## src/rtl/gsa_pkg.sv

```systemverilog
// Shared types and codes for the generational slot allocator.
// No dependencies; gsa_ctrl, gsa_datapath and the top level refer to this package by scoped names.
package gsa_pkg;

   localparam int GenWidth    = 16;
   localparam int IndexWidth  = 7;
   localparam int CountWidth  = 7;

   typedef enum logic [1:0] {
      FUNC_ALLOC   = 2'd0,
      FUNC_RELEASE = 2'd1,
      FUNC_CHECK   = 2'd2
   } func_type;

   typedef enum logic [1:0] {
      STATUS_OK      = 2'd0,
      STATUS_INVALID = 2'd1,
      STATUS_NO_FREE = 2'd2
   } status_type;

   typedef struct packed {
      logic [1:0]            func;
      logic [IndexWidth-1:0] handle_index;
      logic [GenWidth-1:0]   handle_generation;
   } req_type;

   typedef struct packed {
      logic [1:0]            status;
      logic [IndexWidth-1:0] slot_handle;
      logic [GenWidth-1:0]   slot_generation;
      logic [CountWidth-1:0] free_left;
      logic [CountWidth-1:0] retired_total;
      logic [CountWidth-1:0] high_water;
   } rsp_type;

   typedef struct packed {
      logic clear_step;
      logic load;
      logic lookup;
      logic update;
   } cmd_type;

   typedef struct packed {
      logic clear_done;
   } stat_type;

endpackage

```

## src/rtl/gsa_ram.sv

```systemverilog
// Generic simple dual-port RAM: one write port, one registered read port.
// No dependencies.
module gsa_ram #(
   parameter int WIDTH = 8,
   parameter int DEPTH = 64
) (
   input  logic                     clock,
   input  logic                     wr_en,
   input  logic [$clog2(DEPTH)-1:0] wr_addr,
   input  logic [WIDTH-1:0]         wr_data,
   input  logic [$clog2(DEPTH)-1:0] rd_addr,
   output logic [WIDTH-1:0]         rd_data
);

   logic [WIDTH-1:0] mem_ff [DEPTH];
   logic [WIDTH-1:0] rd_data_ff;

   always_ff @(posedge clock) begin
      if (wr_en) begin
         mem_ff[wr_addr] <= wr_data;
      end
      rd_data_ff <= mem_ff[rd_addr];
   end

   assign rd_data = rd_data_ff;

endmodule

```

## src/rtl/gsa_ctrl.sv

```systemverilog
// Controller state machine for the slot allocator: clearing pass, accept, lookup, update.
// Depends on gsa_pkg.
module gsa_ctrl (
   input  logic              clock,
   input  logic              reset,
   input  logic              start,
   input  logic [1:0]        req_func,
   input  gsa_pkg::stat_type stat,
   output gsa_pkg::cmd_type  cmd,
   output logic              busy
);

   typedef enum logic [3:0] {
      S_CLEAR  = 4'b0001,
      S_IDLE   = 4'b0010,
      S_LOOKUP = 4'b0100,
      S_UPDATE = 4'b1000
   } state_type;

   state_type state_ff, state_in;

   always_comb begin
      state_in = state_ff;
      unique case (state_ff)
         S_CLEAR: begin
            if (stat.clear_done) state_in = S_IDLE;
         end
         S_IDLE: begin
            if (start) begin
               state_in = (req_func == gsa_pkg::FUNC_ALLOC) ? S_LOOKUP : S_UPDATE;
            end
         end
         S_LOOKUP: state_in = S_UPDATE;
         S_UPDATE: state_in = S_IDLE;
         default:  state_in = S_CLEAR;
      endcase
   end

   always_ff @(posedge clock) begin
      if (reset) begin
         state_ff <= S_CLEAR;
      end else begin
         state_ff <= state_in;
      end
   end

   assign busy           = (state_ff != S_IDLE);
   assign cmd.clear_step = (state_ff == S_CLEAR);
   assign cmd.load       = (state_ff == S_IDLE) && start;
   assign cmd.lookup     = (state_ff == S_LOOKUP);
   assign cmd.update     = (state_ff == S_UPDATE);

endmodule

```

## src/rtl/gsa_datapath.sv

```systemverilog
// Datapath of the slot allocator: slot table and free ring memories, pointers, counters.
// Depends on gsa_pkg and gsa_ram.
module gsa_datapath #(
   parameter int SLOTS   = 64,
   parameter int GEN_MAX = 65535
) (
   input  logic              clock,
   input  logic              reset,
   input  gsa_pkg::cmd_type  cmd,
   input  gsa_pkg::req_type  req_data,
   output gsa_pkg::stat_type stat,
   output logic              rsp_strobe,
   output gsa_pkg::rsp_type  rsp_data
);

   localparam int SW  = $clog2(SLOTS);
   localparam int CW  = $clog2(SLOTS + 1);
   localparam int AW  = (SW > gsa_pkg::IndexWidth) ? SW : gsa_pkg::IndexWidth;
   localparam int GW  = gsa_pkg::GenWidth;
   localparam int TW  = GW + 1;

   gsa_pkg::req_type req_ff;
   logic [SW-1:0]    slot_ff, slot_in;
   logic [SW-1:0]    head_ff, head_in;
   logic [SW-1:0]    tail_ff, tail_in;
   logic [SW-1:0]    clr_ff, clr_in;
   logic [CW-1:0]    free_ff, free_in;
   logic [CW-1:0]    retired_ff, retired_in;
   logic [CW-1:0]    high_ff, high_in;
   logic [1:0]       status_ff, status_in;
   logic [CW-1:0]    handle_ff, handle_in;
   logic [GW-1:0]    gen_ff, gen_in;
   logic             valid_ff;

   logic [AW-1:0]    idx_wide;
   logic [SW-1:0]    req_addr;
   logic [SW-1:0]    ring_rdata;
   logic [TW-1:0]    tbl_rdata;
   logic             tbl_alive;
   logic [GW-1:0]    tbl_gen;
   logic             handle_ok;
   logic [CW-1:0]    slot_plus1;

   logic             tbl_we;
   logic [SW-1:0]    tbl_waddr;
   logic [TW-1:0]    tbl_wdata;
   logic [SW-1:0]    tbl_raddr;
   logic             ring_we;
   logic [SW-1:0]    ring_waddr;
   logic [SW-1:0]    ring_wdata;

   assign idx_wide  = AW'(req_data.handle_index) - AW'(1);
   assign req_addr  = idx_wide[SW-1:0];
   assign tbl_raddr = cmd.lookup ? ring_rdata : req_addr;
   assign tbl_alive = tbl_rdata[TW-1];
   assign tbl_gen   = tbl_rdata[GW-1:0];
   assign slot_plus1 = CW'(slot_ff) + CW'(1);
   assign handle_ok = (req_ff.handle_index != '0)
                   && (32'(req_ff.handle_index) <= SLOTS)
                   && tbl_alive
                   && (tbl_gen == req_ff.handle_generation);
   assign stat.clear_done = (clr_ff == SW'(SLOTS - 1));

   gsa_ram #(.WIDTH(TW), .DEPTH(SLOTS)) u_table (
      .clock   (clock),
      .wr_en   (tbl_we),
      .wr_addr (tbl_waddr),
      .wr_data (tbl_wdata),
      .rd_addr (tbl_raddr),
      .rd_data (tbl_rdata)
   );

   gsa_ram #(.WIDTH(SW), .DEPTH(SLOTS)) u_ring (
      .clock   (clock),
      .wr_en   (ring_we),
      .wr_addr (ring_waddr),
      .wr_data (ring_wdata),
      .rd_addr (head_ff),
      .rd_data (ring_rdata)
   );

   always_comb begin
      slot_in    = slot_ff;
      head_in    = head_ff;
      tail_in    = tail_ff;
      clr_in     = clr_ff;
      free_in    = free_ff;
      retired_in = retired_ff;
      high_in    = high_ff;
      status_in  = status_ff;
      handle_in  = handle_ff;
      gen_in     = gen_ff;
      tbl_we     = 1'b0;
      tbl_waddr  = slot_ff;
      tbl_wdata  = '0;
      ring_we    = 1'b0;
      ring_waddr = tail_ff;
      ring_wdata = slot_ff;

      if (cmd.clear_step) begin
         tbl_we     = 1'b1;
         tbl_waddr  = clr_ff;
         ring_we    = 1'b1;
         ring_waddr = clr_ff;
         ring_wdata = clr_ff;
         if (!stat.clear_done) clr_in = clr_ff + SW'(1);
      end

      if (cmd.load)   slot_in = req_addr;
      if (cmd.lookup) slot_in = ring_rdata;

      if (cmd.update) begin
         status_in = gsa_pkg::STATUS_OK;
         handle_in = '0;
         gen_in    = '0;
         unique case (req_ff.func)
            gsa_pkg::FUNC_ALLOC: begin
               if (free_ff == '0) begin
                  status_in = gsa_pkg::STATUS_NO_FREE;
               end else begin
                  head_in   = (head_ff == SW'(SLOTS - 1)) ? '0 : head_ff + SW'(1);
                  free_in   = free_ff - CW'(1);
                  tbl_we    = 1'b1;
                  tbl_wdata = {1'b1, tbl_gen};
                  if (slot_plus1 > high_ff) high_in = slot_plus1;
                  handle_in = slot_plus1;
                  gen_in    = tbl_gen;
               end
            end
            gsa_pkg::FUNC_RELEASE: begin
               if (!handle_ok) begin
                  status_in = gsa_pkg::STATUS_INVALID;
               end else begin
                  tbl_we = 1'b1;
                  if (tbl_gen >= GW'(GEN_MAX)) begin
                     tbl_wdata  = {1'b0, tbl_gen};
                     retired_in = retired_ff + CW'(1);
                  end else begin
                     tbl_wdata = {1'b0, tbl_gen + GW'(1)};
                     ring_we   = 1'b1;
                     tail_in   = (tail_ff == SW'(SLOTS - 1)) ? '0 : tail_ff + SW'(1);
                     if (32'(free_ff) < SLOTS) free_in = free_ff + CW'(1);
                  end
               end
            end
            default: begin
               if (!handle_ok) status_in = gsa_pkg::STATUS_INVALID;
            end
         endcase
      end
   end

   always_ff @(posedge clock) begin
      if (reset) begin
         head_ff    <= '0;
         tail_ff    <= '0;
         clr_ff     <= '0;
         free_ff    <= CW'(SLOTS);
         retired_ff <= '0;
         high_ff    <= '0;
         valid_ff   <= 1'b0;
      end else begin
         head_ff    <= head_in;
         tail_ff    <= tail_in;
         clr_ff     <= clr_in;
         free_ff    <= free_in;
         retired_ff <= retired_in;
         high_ff    <= high_in;
         valid_ff   <= cmd.update;
      end
   end

   always_ff @(posedge clock) begin
      if (cmd.load) req_ff <= req_data;
      slot_ff   <= slot_in;
      status_ff <= status_in;
      handle_ff <= handle_in;
      gen_ff    <= gen_in;
   end

   assign rsp_strobe             = valid_ff;
   assign rsp_data.status        = status_ff;
   assign rsp_data.slot_handle   = gsa_pkg::IndexWidth'(handle_ff);
   assign rsp_data.slot_generation = gen_ff;
   assign rsp_data.free_left     = gsa_pkg::CountWidth'(free_ff);
   assign rsp_data.retired_total = gsa_pkg::CountWidth'(retired_ff);
   assign rsp_data.high_water    = gsa_pkg::CountWidth'(high_ff);

`ifndef ASSERT_OFF
   a_strobe_after_update: assert property (@(posedge clock) disable iff (reset)
      valid_ff |-> $past(cmd.update))
      else $error("response strobe without an update step");

   a_free_bound: assert property (@(posedge clock) disable iff (reset)
      (32'(free_ff) + 32'(retired_ff)) <= SLOTS)
      else $error("free plus retired slots exceed pool size");

   a_high_bound: assert property (@(posedge clock) disable iff (reset)
      32'(high_ff) <= SLOTS)
      else $error("high-water mark beyond pool size");

   a_alloc_mark: assert property (@(posedge clock) disable iff (reset)
      (valid_ff && (status_ff == gsa_pkg::STATUS_OK) && (handle_ff != '0))
         |-> (high_ff >= handle_ff))
      else $error("allocated slot above high-water mark");
`endif

endmodule

```

## src/rtl/generational_slot_allocator.sv

```systemverilog
// Allocate: accept, lookup (registered free ring read), update (registered slot table read), then the
// registered result strobe; release and check: accept, update, then the strobe. busy drops with the
// strobe, so a new request is taken only once the previous one has produced its result.
// After reset a clearing pass fills the ring and clears the table, busy high.
// Results cannot be stalled. Depends on gsa_pkg, gsa_ctrl, gsa_datapath, gsa_ram.
module generational_slot_allocator #(
   parameter int SLOTS   = 64,
   parameter int GEN_MAX = 65535
) (
   input  logic             clock,
   input  logic             reset,
   input  logic             start,
   output logic             busy,
   input  gsa_pkg::req_type req_data,
   output logic             rsp_strobe,
   output gsa_pkg::rsp_type rsp_data
);

   gsa_pkg::cmd_type  cmd;
   gsa_pkg::stat_type stat;

   gsa_ctrl u_ctrl (
      .clock    (clock),
      .reset    (reset),
      .start    (start),
      .req_func (req_data.func),
      .stat     (stat),
      .cmd      (cmd),
      .busy     (busy)
   );

   gsa_datapath #(.SLOTS(SLOTS), .GEN_MAX(GEN_MAX)) u_datapath (
      .clock      (clock),
      .reset      (reset),
      .cmd        (cmd),
      .req_data   (req_data),
      .stat       (stat),
      .rsp_strobe (rsp_strobe),
      .rsp_data   (rsp_data)
   );

endmodule
```

## config.mk

```make
export PLATFORM = sky130hd
export DESIGN_NAME = generational_slot_allocator
export DESIGN_NICKNAME = d
export VERILOG_FILES = /design/src/rtl/gsa_pkg.sv /design/src/rtl/gsa_ram.sv /design/src/rtl/gsa_ctrl.sv /design/src/rtl/gsa_datapath.sv /design/src/rtl/generational_slot_allocator.sv
export SDC_FILE = /design/constraint.sdc
export NUM_CORES = 2
export LEC_CHECK = 0
export BUFFER_PORTS_ARGS = -buffer_cell sky130_fd_sc_hd__buf_2
export CAP_MARGIN = 20
export CORE_MARGIN = 10
export CORE_UTILIZATION = 38
export CTS_BUF_LIST = sky130_fd_sc_hd__clkbuf_8
export CTS_CLUSTER_SIZE = 8
export DETAILED_ROUTE_END_ITERATION = 16
export GPL_TIMING_DRIVEN = 0
export PLACE_DENSITY = 0.51
export SYNTH_ARGS = -nofsm -noshare
export SYNTH_HDL_FRONTEND = slang
export SYNTH_SLANG_ARGS = --single-unit
```

## constraint.sdc

```tcl
create_clock -name clock -period 5.5 [get_ports clock]
set_input_delay 1.1 -clock clock [delete_from_list [all_inputs] [get_ports clock]]
set_output_delay 1.1 -clock clock [all_outputs]
set_load 0.05 [all_outputs]
```

Word-level counts from Yosys, hierarchy flattened. Memory sizes are Yosys's and may differ from the RTL's. A register that Yosys moved wholly into a read port is not among the register bits. Index checks and enable logic that the tools add are counted.

Register bits: 100. Output and inout port bits: 48. Word-level logic and storage cells: 105. Memories: 2. Memory bits (writable): 1472.

Memories: u_datapath.u_table.mem_ff (depth 64, width 17, read ports 1, clocked after memory_dff 1, wr ports 1, line gsa_ram.sv:15) `logic [WIDTH-1:0] mem_ff [DEPTH];`; u_datapath.u_ring.mem_ff (depth 64, width 6, read ports 1, clocked after memory_dff 1, wr ports 1, line gsa_ram.sv:15).

Bitwise gates (word level): 4. Equal/unequal tests: 16. $lt $le $gt $ge: 4. Reduce and logical (&&, ||, !) cells: 18. Add/sub/neg operators: 9. Mux-type cells: 37.

Operator list (number): $mux W17 (3); $mux W6 (7); $pmux W17 S2 (1); $mux W7 (4); $add A6 B1 Y6 const B (3); $eq A6 B6 Y1 const B (3); $add A16 B1 Y16 const B (1); $eq A16 B16 Y1 (1); $ge A16 B16 Y1 const B (1); $mux W16 (1); $pmux W4 S4 (1); $add A7 B1 Y7 const B (2); $pmux W7 S2 (1); $mux W1 (13); $mux W4 (3); $reduce_and A4 Y1 (3); $add A6 B1 Y7 const B (1); $gt A7 B7 Y1 (1); $le A7 B7 Y1 const B (1); $logic_not A7 Y1 (1); $lt A7 B7 Y1 const B (1); $reduce_bool A7 Y1 (1); $sub A7 B1 Y7 const B (1); $ne A2 B1 Y1 const B (3); other kinds (18) (30).

Depth between registers and ports, before layout.
Depth in word-level cells: 9. Gate-level depth with buffers: 14. Depth with buffers taken out: 11.

Cells and area by module. From an unflattened synthesis, not the netlist that was laid out.

Cell total of the unflattened synthesis: 3231. Area, all modules: 62917.8 um^2.

Modules (own cells, without submodules): gsa_ram (u_datapath.u_table) (instances 1, cells an instance 1953, area each 42344.4 um^2); gsa_ram (u_datapath.u_ring) (instances 1, cells an instance 720, area each 15225.9 um^2); gsa_datapath (instances 1, cells an instance 535, area each 5086.1 um^2); gsa_ctrl (instances 1, cells an instance 23, area each 261.5 um^2).

Least setup slack after synthesis. No wires, ideal clock.

Path type: register to register. Start point: register u_datapath.u_table.rd_data_ff[3] (netlist: u_datapath.u_table.rd_data[3]), read port of u_datapath.u_table.mem_ff. End point: memory u_datapath.u_table.mem_ff[0][8] (netlist bit), data pin. Buffers on the path: 4. Period minus slack after synthesis: 5.728 ns. Slack: -0.228 ns. Cell stages (with the launch flop): 13. Data required time: 4.733 ns. Arrival: 4.960 ns. Cell sequence: dfxtp_1 clkbuf_1 and3_1 clkbuf_1 and3_1 and4_1 clkbuf_1 nand3_1 and2_0 clkbuf_1 nand3_1 nand2_1 a311oi_1.

Word-level cells in the longest chain between the ends: 5. Elaborated cells on any way between the ends: 8. Those cells by class: 1 x add/sub; 1 x order compare; 1 x eq/ne; 4 x mux; 1 x reduce/logical.

RTL lines: start: declaration (line gsa_ram.sv:16) `logic [WIDTH-1:0] rd_data_ff;`; $add A16 B1 Y16 (tied with other cells) (line gsa_datapath.sv:139) `tbl_wdata = {1'b0, tbl_gen + GW'(1)};`; $mux W16 or $logic_and A1 B1 Y1 (tied branches) (line gsa_datapath.sv:135, gsa_datapath.sv:61); $mux W17 (*) (line gsa_datapath.sv:131) `if (!handle_ok) begin`; $pmux W17 S2 (*) (line gsa_datapath.sv:116) `unique case (req_ff.func)`; $mux W17 (*) (line gsa_datapath.sv:112) `if (cmd.update) begin`; net u_datapath.tbl_wdata[8] (line gsa_datapath.sv:46) `logic [TW-1:0] tbl_wdata;`; end: declaration (line gsa_ram.sv:15).

The timed path passes the listed nets; every way through them passes the cells marked *.

Worst setup path after layout.
Start point: register u_datapath.u_table.rd_data_ff[14] (netlist: u_datapath.u_table.rd_data[14]), read port of u_datapath.u_table.mem_ff. End point: memory u_datapath.u_table.mem_ff[21][9] (netlist bit) (enable).

Word-level cells in the longest chain between the ends: 7.

RTL lines: $eq A16 B16 Y1 (line gsa_datapath.sv:61) `&& (tbl_gen == req_ff.handle_generation);`; $logic_and A1 B1 Y1 (line gsa_datapath.sv:61); $mux W1 (line gsa_datapath.sv:131); $pmux W1 S2 (line gsa_datapath.sv:116); $mux W1 (line gsa_datapath.sv:112); $mux W1 (line gsa_ram.sv:19) `if (wr_en) begin`; $mux W1 (not written as such) (line gsa_ram.sv:20) `mem_ff[wr_addr] <= wr_data;`.

No other way between the ends.

==> impl_metrics.tcl <==
set metrics [dict create \
    outcome "finished, final reports clean" \
    wl_per_cell_um 28.16 \
    slew_headroom_pct 21.63 \
    crit_chain "xor2_1 > nor4_1 > buf_2 > nand3_1 > or4b_2 > clkbuf_1 > a21o_1 > a21boi_1 > nand2_1 > nor2_2 > buf_8" \
    worstSetupPathType "flip-flop to flip-flop" \
    grt_usage_pct 19.34 \
    antenna_found_initial 11 \
    yosysUniqueCellTypes 63 \
    setup_viol 0 \
    row_count 148 \
    grt_max_degree 43 \
    portBuffers 75 \
    cts_inserted_buffers 284 \
    final_area_sq_um 72450 \
    netlist_instances 3427 \
    seq_power_share_pct 53.7 \
    io_pins 76 \
    layout_min_cycle_time_ps 5444 \
    area_growth_pct 16.64 \
    synth_edf_count 1528 \
    synth_top_cell_area_share_pct 73.87 \
    clock_skew_ps 72.79 \
    dpl_cell_area_sq_um 67460 \
    post-place-ws_ps -405.6 \
    crit_fanout 11 \
    vias 34095 \
    yosysSeqAreaShare_pct 76.03 \
    syn_nets 3476 \
    hold_ws_ps 293.4 \
    hp-class "input pin to flip-flop" \
    clockBufferDepth 4 \
    clock-sinks 1595 \
    setup_slack_ps 56.23 \
    switching_share_pct 24.59 \
    cp-start-kind "flip-flop" \
    drv_slew 0 \
    post-cts-setup-buffers 0 \
    syn_avg_cell_area_sq_um 18.12 \
    clk_latency_ps 1010 \
    die_area_sq_um 180000 \
    vias_per_cell 5.424 \
    cts_tree "built" \
    cts_root_buffer "clkbuf_8" \
    wirelength_um 177000 \
    overflow 0 \
    num-fill-cells 14337 \
    tightest_slew_ps 1176 \
    powerDensity_nw_per_um2 353.3 \
    ir_drop_mv 0.2394 \
    critPathRequiredTime_ps 6150 \
    clkPwrFrac_pct 38.2 \
    ys.warnings.count 0 \
    die_width_um 424.3 \
    core_area_sq_um 162600 \
    p_switching_mw 6.294 \
    nets 3963 \
    cap_viol_max_count 0 \
    yosys_most_used_dff "edfxtp_1" \
    power_leakage_nw 22.28 \
    grt_first_pass_wirelength_um 252900 \
    cts.htree.levels 5 \
    final_cells 6286 \
    fmaxAchievable_ghz 0.1837 \
    die_h_um 424.3 \
    drive_gt1_share_pct 22.92 \
    synth_area_sq_um 62110 \
    synth-seq-cells 1595 \
    drc 0 \
    finalPower_mw 25.60 \
    yosysTopAreaCell "edfxtp_1" \
    slowest_stage "nor2_2" \
    dp.cells 5797 \
    worst_setup_path_end_kind "flip-flop" \
    place.gp.congestion 0.8455 \
    cpPeakStageDelay_ps 780 \
    async_flop_share_pct 0 \
    clk_pin_slew_ps 60 \
    start_util_pct 38.20 \
    grt_pass1_vias 34336 \
    final_util_pct 44.56 \
    ant_nets 0 \
    rsz0062_at_grt "true" \
    internal_power_mw 19.30 \
    drtIter0Drc 3259 \
    worstPathArrival_ps 6090 \
    tns_ps 0 \
    finalCritPeriodShare_pct 98.98 \
    hold_depth 1 \
    hold_violations 0 \
    place_hpwl_um 123200 \
    p_comb_share_pct 8.1 \
    cts_hold_buf 0 \
    dr.pass1.iters 8 \
    synthTopCellsByArea "edfxtp_1 74%, mux4_2 10%, nand2_1 2.3%, dfxtp_1 2.2%, mux2i_1 1.4%" \
    r2r_cells 11 \
]
## synthesized netlist by cell type, types with 22 or more instances
| library cell | count |
|---|---|
| a22oi_1 | 69 |
| nand4_1 | 46 |
| inv_1 | 22 |
| o21ai_0 | 50 |
| edfxtp_1 | 1528 |
| nor2_1 | 203 |
| and3_1 | 31 |
| mux4_2 | 282 |
| a21oi_1 | 23 |
| mux2i_1 | 88 |
| a32oi_1 | 68 |
| nand3_1 | 153 |
| xor2_1 | 29 |
| buf_2 | 25 |
| dfxtp_1 | 67 |
| clkbuf_1 | 121 |
| nand2_1 | 385 |
## power by group through the flow
stage	registers, mW	clock network (mW)	logic, mW
after floorplan	14.0	0	1.10
after global placement	14.0	0	1.92
after detailed placement	14.0	0	2.07
after CTS	13.8	10.0	2.08
after global routing	13.8	10.6	2.19
final	13.8	9.77	2.07
## repair_timing
item,4_1_cts,5_1_grt
cloned,0,0
pin swaps,0,0
setup endpoints to repair,43,77
gates resized for setup,3,4
## area by class of cell
| class | count | area, sq um | share of cell area (%) |
|---|---|---|---|
| Antenna cell | 9 | 22.52 | 0.03109 |
| Buffer | 183 | 797.0 | 1.100 |
| Clock buffer | 298 | 4101 | 5.661 |
| Clock inverter | 176 | 735.7 | 1.015 |
| Inverter | 27 | 101.3 | 0.1399 |
| Multi-Input combinational cell | 1622 | 14350 | 19.81 |
| Sequential cell | 1595 | 47230 | 65.18 |
| Tap cell | 2175 | 2721 | 3.756 |
| Timing Repair Buffer | 201 | 2395 | 3.306 |
## critical path: cells and delay by family, from the launching register on
family / cells / cell delay, ps
and+or+nand+nor: 5 / 2870
buffers and inverters: 3 / 710
DFF: 1 / 670
AOI/OAI and AO/OA: 2 / 660
xor gates and xnor gates: 1 / 140
## logic make-up (layout without fill, tap and decap cells)
| family | count (synthesis) | in the layout | share of synthesized area (%) |
|---|---|---|---|
| DFF | 1595 | 1595 | 76.03 |
| and+or+nand+nor | 905 | 905 | 6.575 |
| muxes | 370 | 370 | 11.64 |
| AOI/OAI and AO/OA | 279 | 279 | 3.205 |
| buffers and inverters | 210 | 885 | 1.446 |
| xor gates and xnor gates | 47 | 47 | 0.6627 |
| adders and majority gates | 21 | 21 | 0.4351 |
| other | 0 | 9 | 0 |
## registers in the layout, summed over array words and instances (netlist names), 2 cells and up
name and count:
u_datapath.gen_ff 16, u_datapath.req_ff 25, u_datapath.tail_ff 6, u_datapath.free_ff 7, u_datapath.u_table.mem_ff 1088, u_datapath.high_ff 7
u_datapath.u_ring.rd_data 6, u_datapath.u_ring.mem_ff 384, u_datapath.slot_ff 6, u_datapath.head_ff 6, u_ctrl.state_ff 4, u_datapath.handle_ff 7
u_datapath.clr_ff 6, u_datapath.status_ff 2, u_datapath.retired_ff 7, u_datapath.u_table.rd_data 17
## layout by cell type, fill, tap and decap left out, types with 29 or more instances in the layout
| cell type | Yosys | routed |
|---|---|---|
| edfxtp_1 | 1528 | 1528 |
| nand2_1 | 385 | 384 |
| clkbuf_8 | 0 | 298 |
| mux4_2 | 282 | 282 |
| nand3_1 | 153 | 151 |
| nor2_1 | 203 | 133 |
| clkbuf_1 | 121 | 121 |
| inv_1 | 22 | 116 |
| buf_2 | 25 | 101 |
| mux2i_1 | 88 | 88 |
| a22oi_1 | 69 | 69 |
| a32oi_1 | 68 | 68 |
| clkinv_1 | 0 | 67 |
| dfxtp_1 | 67 | 67 |
| buf_8 | 0 | 65 |
| nor2_2 | 2 | 60 |
| o21ai_0 | 50 | 50 |
| nand4_1 | 46 | 46 |
| and3_1 | 31 | 31 |
| xor2_1 | 29 | 29 |
## final timing paths
check / to / from / slack (ps)
max: u_datapath.u_table.mem_ff[21][9]$_DFFE_PP_ / u_datapath.u_table.rd_data[14]$_DFF_P_ / 60
min reg2reg: u_datapath.high_ff[5]$_SDFFE_PP0P_ / u_datapath.high_ff[5]$_SDFFE_PP0P_ / 520
min: u_datapath.req_ff[3]$_DFFE_PP_ / req_data[3] / 290
max reg2reg: u_datapath.u_table.mem_ff[21][9]$_DFFE_PP_ / u_datapath.u_table.rd_data[14]$_DFF_P_ / 60
## per-layer routing
metal / up-vias / routed length, um / global-route usage [%]
met3: 332 / 11080 / 3.459
met2: 1221 / 83220 / 30.32
met4: 0 / 6437 / 7.292
met1: 17803 / 76270 / 26.94
met5: - / 0 / 0
li1: 14739 / - / -
Power figures use the tool's default switching activity.
